$ cat config.mk
export PLATFORM = sky130hd
export DESIGN_NAME = dfdl_useq
export DESIGN_NICKNAME = d
export VERILOG_FILES = /design/src/hw/rtl/damped_feedback_delay_line_unit_assert.svh /design/src/hw/rtl/dfdl_pkg.sv /design/src/hw/rtl/dfdl_useq.sv
export SDC_FILE = /design/constraint.sdc
export NUM_CORES = 1
export LEC_CHECK = 0
export ABC_AREA = 1
export CAP_MARGIN = 30
export CORE_MARGIN = 2
export CORE_UTILIZATION = 35
export CTS_BUF_LIST = sky130_fd_sc_hd__clkbuf_4
export DETAILED_ROUTE_END_ITERATION = 10
export DONT_BUFFER_PORTS = 1
export GPL_TIMING_DRIVEN = 0
export MAX_ROUTING_LAYER = met4
export PLACE_DENSITY_LB_ADDON = 0.12
export RECOVER_POWER = 100
export SETUP_SLACK_MARGIN = 0.02
export SYNTH_ARGS = -nofsm -noshare
export SYNTH_HDL_FRONTEND = slang
export SYNTH_SLANG_ARGS = --single-unit
$ cat constraint.sdc
create_clock -name clk -period 1.6 [get_ports clk]
set_clock_uncertainty 0.1 [all_clocks]
set_input_delay 0.24 -clock clk [delete_from_list [all_inputs] [get_ports clk]]
set_output_delay 0.24 -clock clk [all_outputs]
set_load 0.02 [all_outputs]
$ cat src/hw/rtl/damped_feedback_delay_line_unit_assert.svh
// Assertion macros for the damped feedback delay line.
// Included by the top level; needs no other file.
`ifndef DAMPED_FEEDBACK_DELAY_LINE_UNIT_ASSERT_SVH
`define DAMPED_FEEDBACK_DELAY_LINE_UNIT_ASSERT_SVH
`ifndef SYNTHESIS
`define DFDL_ASSERT_IMP(lbl, ck, rn, ante, cons) \
	lbl: assert property (@(posedge ck) disable iff (!rn) (ante) |-> (cons)) \
		else $error("damped feedback delay line: assertion failed");
`define DFDL_ASSERT_NXT(lbl, ck, rn, ante, cons) \
	lbl: assert property (@(posedge ck) disable iff (!rn) (ante) |=> (cons)) \
		else $error("damped feedback delay line: assertion failed");
`else
`define DFDL_ASSERT_IMP(lbl, ck, rn, ante, cons)
`define DFDL_ASSERT_NXT(lbl, ck, rn, ante, cons)
`endif
`endif

$ cat src/hw/rtl/dfdl_pkg.sv
// Package for the damped feedback delay line: register codes, configuration
// and control word types, and the microprogram. Depends on nothing.
`default_nettype none

package dfdl_pkg;

	localparam int CFG_IDX_W = 3;
	localparam int CFG_DATA_W = 20;
	localparam int LEN_W = 14;
	localparam int GAIN_W = 16;
	localparam int COEF_W = 20;
	localparam int COEF_FRAC = 18;
	localparam int GAIN_FRAC = 15;
	localparam int STEP_W = 4;

	typedef enum logic [CFG_IDX_W-1:0] {
		REG_DELAY_LENGTH = 3'd0,
		REG_FEEDBACK_GAIN = 3'd1,
		REG_COEF_B0 = 3'd2,
		REG_COEF_B1 = 3'd3,
		REG_COEF_B2 = 3'd4,
		REG_COEF_A1 = 3'd5,
		REG_COEF_A2 = 3'd6
	} cfg_idx_e;

	typedef struct packed {
		logic [LEN_W-1:0] delay_length;
		logic signed [GAIN_W-1:0] feedback_gain;
		logic signed [COEF_W-1:0] coef_b0;
		logic signed [COEF_W-1:0] coef_b1;
		logic signed [COEF_W-1:0] coef_b2;
		logic signed [COEF_W-1:0] coef_a1;
		logic signed [COEF_W-1:0] coef_a2;
	} cfg_t;

	localparam cfg_t CFG_RESET = '{
		delay_length: 14'd4096,
		feedback_gain: 16'sd0,
		coef_b0: 20'sd262144,
		coef_b1: 20'sd0,
		coef_b2: 20'sd0,
		coef_a1: 20'sd0,
		coef_a2: 20'sd0
	};

	typedef enum logic [2:0] {
		CS_B0 = 3'd0,
		CS_B1 = 3'd1,
		CS_B2 = 3'd2,
		CS_A1 = 3'd3,
		CS_A2 = 3'd4,
		CS_GAIN = 3'd5
	} coef_sel_e;

	typedef enum logic [2:0] {
		OS_D_MEM = 3'd0,
		OS_X1 = 3'd1,
		OS_X2 = 3'd2,
		OS_Y1 = 3'd3,
		OS_Y2 = 3'd4,
		OS_Y_NEW = 3'd5
	} opnd_sel_e;

	typedef enum logic [1:0] {
		AO_NONE = 2'd0,
		AO_LOAD = 2'd1,
		AO_ADD = 2'd2,
		AO_SUB = 2'd3
	} acc_op_e;

	typedef enum logic [1:0] {
		HOLD_NONE = 2'd0,
		HOLD_INPUT = 2'd1,
		HOLD_OUTPUT = 2'd2
	} hold_e;

	typedef struct packed {
		logic accept;
		logic mem_rd;
		logic mul_en;
		coef_sel_e coef_sel;
		opnd_sel_e opnd_sel;
		logic latch_d;
		acc_op_e acc_op;
		logic latch_y;
		logic finish;
		hold_e hold;
		logic jump;
		logic [STEP_W-1:0] target;
	} ctrl_word_t;

	typedef struct packed {
		logic in_valid;
		logic out_busy;
	} seq_status_t;

	localparam logic [STEP_W-1:0] ST_IDLE = 4'd0;
	localparam logic [STEP_W-1:0] ST_MUL_B0 = 4'd1;
	localparam logic [STEP_W-1:0] ST_MUL_B1 = 4'd2;
	localparam logic [STEP_W-1:0] ST_MUL_B2 = 4'd3;
	localparam logic [STEP_W-1:0] ST_MUL_A1 = 4'd4;
	localparam logic [STEP_W-1:0] ST_MUL_A2 = 4'd5;
	localparam logic [STEP_W-1:0] ST_ACC_END = 4'd6;
	localparam logic [STEP_W-1:0] ST_ROUND_Y = 4'd7;
	localparam logic [STEP_W-1:0] ST_MUL_GAIN = 4'd8;
	localparam logic [STEP_W-1:0] ST_FINISH = 4'd9;

	function automatic ctrl_word_t ucode_rom(input logic [STEP_W-1:0] step);
		ctrl_word_t w;
		w = '0;
		w.coef_sel = CS_B0;
		w.opnd_sel = OS_D_MEM;
		w.acc_op = AO_NONE;
		w.hold = HOLD_NONE;
		w.target = ST_IDLE;
		case (step)
			ST_IDLE: begin
				w.accept = 1'b1;
				w.mem_rd = 1'b1;
				w.hold = HOLD_INPUT;
			end
			ST_MUL_B0: begin
				w.mul_en = 1'b1;
				w.latch_d = 1'b1;
			end
			ST_MUL_B1: begin
				w.mul_en = 1'b1;
				w.coef_sel = CS_B1;
				w.opnd_sel = OS_X1;
				w.acc_op = AO_LOAD;
			end
			ST_MUL_B2: begin
				w.mul_en = 1'b1;
				w.coef_sel = CS_B2;
				w.opnd_sel = OS_X2;
				w.acc_op = AO_ADD;
			end
			ST_MUL_A1: begin
				w.mul_en = 1'b1;
				w.coef_sel = CS_A1;
				w.opnd_sel = OS_Y1;
				w.acc_op = AO_ADD;
			end
			ST_MUL_A2: begin
				w.mul_en = 1'b1;
				w.coef_sel = CS_A2;
				w.opnd_sel = OS_Y2;
				w.acc_op = AO_SUB;
			end
			ST_ACC_END: begin
				w.acc_op = AO_SUB;
			end
			ST_ROUND_Y: begin
				w.latch_y = 1'b1;
			end
			ST_MUL_GAIN: begin
				w.mul_en = 1'b1;
				w.coef_sel = CS_GAIN;
				w.opnd_sel = OS_Y_NEW;
			end
			ST_FINISH: begin
				w.finish = 1'b1;
				w.hold = HOLD_OUTPUT;
				w.jump = 1'b1;
			end
			default: begin
				w.jump = 1'b1;
			end
		endcase
		return w;
	endfunction

endpackage

`default_nettype wire

$ cat src/hw/rtl/dfdl_useq.sv
// Microcode sequencer: step counter, control word lookup and hold or jump.
// Depends on dfdl_pkg.
`default_nettype none

module dfdl_useq
	import dfdl_pkg::*;
(
	input wire logic clk,
	input wire logic arst_n,
	input wire seq_status_t status,
	output ctrl_word_t ctrl
);

	logic [STEP_W-1:0] step_q;
	logic [STEP_W-1:0] step_d;
	logic hold;

	always_ff @(posedge clk or negedge arst_n) begin
		if (!arst_n) begin
			step_q <= ST_IDLE;
		end else begin
			step_q <= step_d;
		end
	end

	always_comb begin
		ctrl = ucode_rom(step_q);
		case (ctrl.hold)
			HOLD_INPUT: hold = !status.in_valid;
			HOLD_OUTPUT: hold = status.out_busy;
			default: hold = 1'b0;
		endcase
		if (hold) begin
			step_d = step_q;
		end else if (ctrl.jump) begin
			step_d = ctrl.target;
		end else begin
			step_d = step_q + STEP_W'(1);
		end
	end

endmodule

`default_nettype wire

==> reports/summary.txt <==
Status = finished, violations left
Failing checks = negative setup slack
Crit share post-route = 1.11
CP bufs+invs = 3
Ant diodes = 0
Area growth syn-to-layout = 77.4%
Die ar. = 0.00172 sq mm
Clock Sinks = 4
CP Launch Type = flip-flop
Drt pass-1 iters = 5
Via count = 482
Largest register by flop count = step_q
# setup viols final = 13
Clock root cell = clkbuf_4
Clock Latency Late Sink = 0.23 ns
Post-Route Setup TNS = -1.23 ns
RSZ-0062 raised after global routing = true
Max reg flops = 4
Worst EP required = 1.26 ns
Die Height = 41.5 microns
Final net count = 94
Final ANT Viol Nets = 0
DRT Wirelength = 1150 microns
PnR worst setup slack = -0.184 ns
Fill cells = 105
Most common cell after layout, fill and taps aside = buf_4
Post-route core utilization = 0.670
Syn Std Cell Area = 492 sq um
Total track usage = 0.159
Die X = 41.5 microns
CP cell instances = inv_4 > ha_4 > nand3_4 > buf_6 > nand3_4 > buf_6
Post-synthesis register bit count = 4
Vias/cell = 4.87
H-Tree Depth = 1
Layout cell share with drive strength beyond 1 = 0.702
Max-cap violations = 0
Gpl congestion = 0.720
Port bufs = 0
Top Registers = step_q (4)
EDFF count, synth = 0
Routed wire per std cell = 11.6 microns
Crit path time final = 1.78 ns
Clock slew at reported path FFs = 0.04 ns
Most frequent cells in the layout = buf_4 (10), nand2_1 (8), buf_6 (7)
Vias in the first global route = 461
Average cell area after synthesis = 7.13 sq um
FMAX = 561 MHz
Pre-CTS setup slack = -0.208 ns
Cell family with most CP delay = flip-flops
Cts bufs inserted = 3
CP max FO = 4
Sequential share of the synthesized area = 0.204
CTS tree = done
DR DRC count = 0
Synth warn = 0
Final hold slack = 0.146 ns
DRT iter0 DRCs = 5
Synth Instances = 69
Netlist cell types = 20
CORE AREA = 0.00130 sq mm
Worst Hold Class = primary input to flip-flop
WS Path Type = flip-flop to primary output
Ys async rst share = 1.00
Predominant post-synthesis flop cell = dfrtp_1
Slowest CP cell = dfrtp_2
Nature of the critical path endpoint = primary output
Hpwl dp = 743 microns
Row cnt = 13
Initial core utilization = 0.378
I/O pins = 25
Largest net degree at the start of global routing = 11
Slowest stage delay, CP = 0.46 ns
Crit path DAT = 1.44 ns
Final Hold Viols = 0
Max Slew Vio Count = 0
First-pass GRT wire length = 2090 microns
GRT Residual Overflow = 0
Clock Tree Buf Depth = 2
Number of antenna violations at the first check in global routing = 0
metal layers:
layer  up-vias  wire (microns)  GRT usage  share of wire
met3         0              69     0.0783          0.060
met2        15             640      0.263           0.56
li1        233               -          -              -
met1       234             436      0.177           0.38
met5         -               0          -              0
met4         0               0     0.0194              0
kinds of logic (layout without fill, tap and decap cells):
| group | Yosys count | in the layout | share of synthesized area |
|---|---|---|---|
| DFF | 4 | 4 | 0.204 |
| and+or+nand+nor | 37 | 37 | 0.394 |
| AOI/OAI and AO/OA | 2 | 2 | 0.0280 |
| buffers and inverters | 19 | 31 | 0.229 |
| other | 1 | 4 | 0.00763 |
| xor gates and xnor gates | 2 | 2 | 0.0356 |
| adders and majority gates | 4 | 4 | 0.102 |
cells in the mapped netlist (2+ instances only):
library cell	instances	area (sq um)
buf_4	9	67.6
inv_2	3	11.3
nand2_2	2	12.5
nand3_1	6	30.0
nor2_2	3	18.8
nor3_1	3	15.0
nand2_1	13	48.8
dfrtp_1	4	100
nand3_2	3	30.0
ha_1	4	50.1
xor2_1	2	17.5
inv_1	6	22.5
nor2_1	4	15.0
repair_timing:
action	CTS	global route
endpoints found under the hold margin	4	0
gates resized for setup	49	8
buffers inserted	6	2
hold buffers	1	0
endpoints found under the setup margin	20	21
pin swaps	11	11
area by class of cell:
cell class / instances / area (sq um) / share of cell area
multi-input combinational: 49 / 497 / 0.570
sequential: 4 / 104 / 0.119
buffer: 10 / 97.6 / 0.112
timing repair buffer: 9 / 81.3 / 0.0933
inverter: 9 / 51.3 / 0.0588
clock buffer: 3 / 22.5 / 0.0258
tap: 15 / 18.8 / 0.0215
through the flow:
step                cell area [sq um]  cells
global placement                  537     87
global route                      872     99
CTS                               820     97
detailed placement                537     87
floorplan                         518     72
finish                            872     99
path summary, 6_finish.rpt:
path	from	end	slack, ns	depth (start not counted)
max	step_q[0]$_DFFE_PN0N_	ctrl[15]	-0.18	6
min	status[1]	step_q[2]$_DFFE_PN0N_	0.15	2
max reg2reg	step_q[0]$_DFFE_PN0N_	step_q[3]$_DFFE_PN0N_	0	9
min reg2reg	step_q[1]$_DFFE_PN0N_	step_q[1]$_DFFE_PN0N_	0.60	3
max in group asynchronous	arst_n	step_q[0]$_DFFE_PN0N_	1.02	1
min in group asynchronous	arst_n	step_q[2]$_DFFE_PN0N_	0.18	1
worst reg2reg max path, stage by stage, from the launching register on:
cell	delay, ns
dfrtp_2	0.45
inv_4	0.07
ha_4	0.19
nand3_4	0.12
nand2_8	0.08
nor2_4	0.13
nand3_4	0.09
buf_4	0.16
nor2_2	0.07
nor2_1	0.04
Power is left out: the tool's default activity adds up to more than one toggle a clock period on the data nets, which glitch-free logic cannot reach.
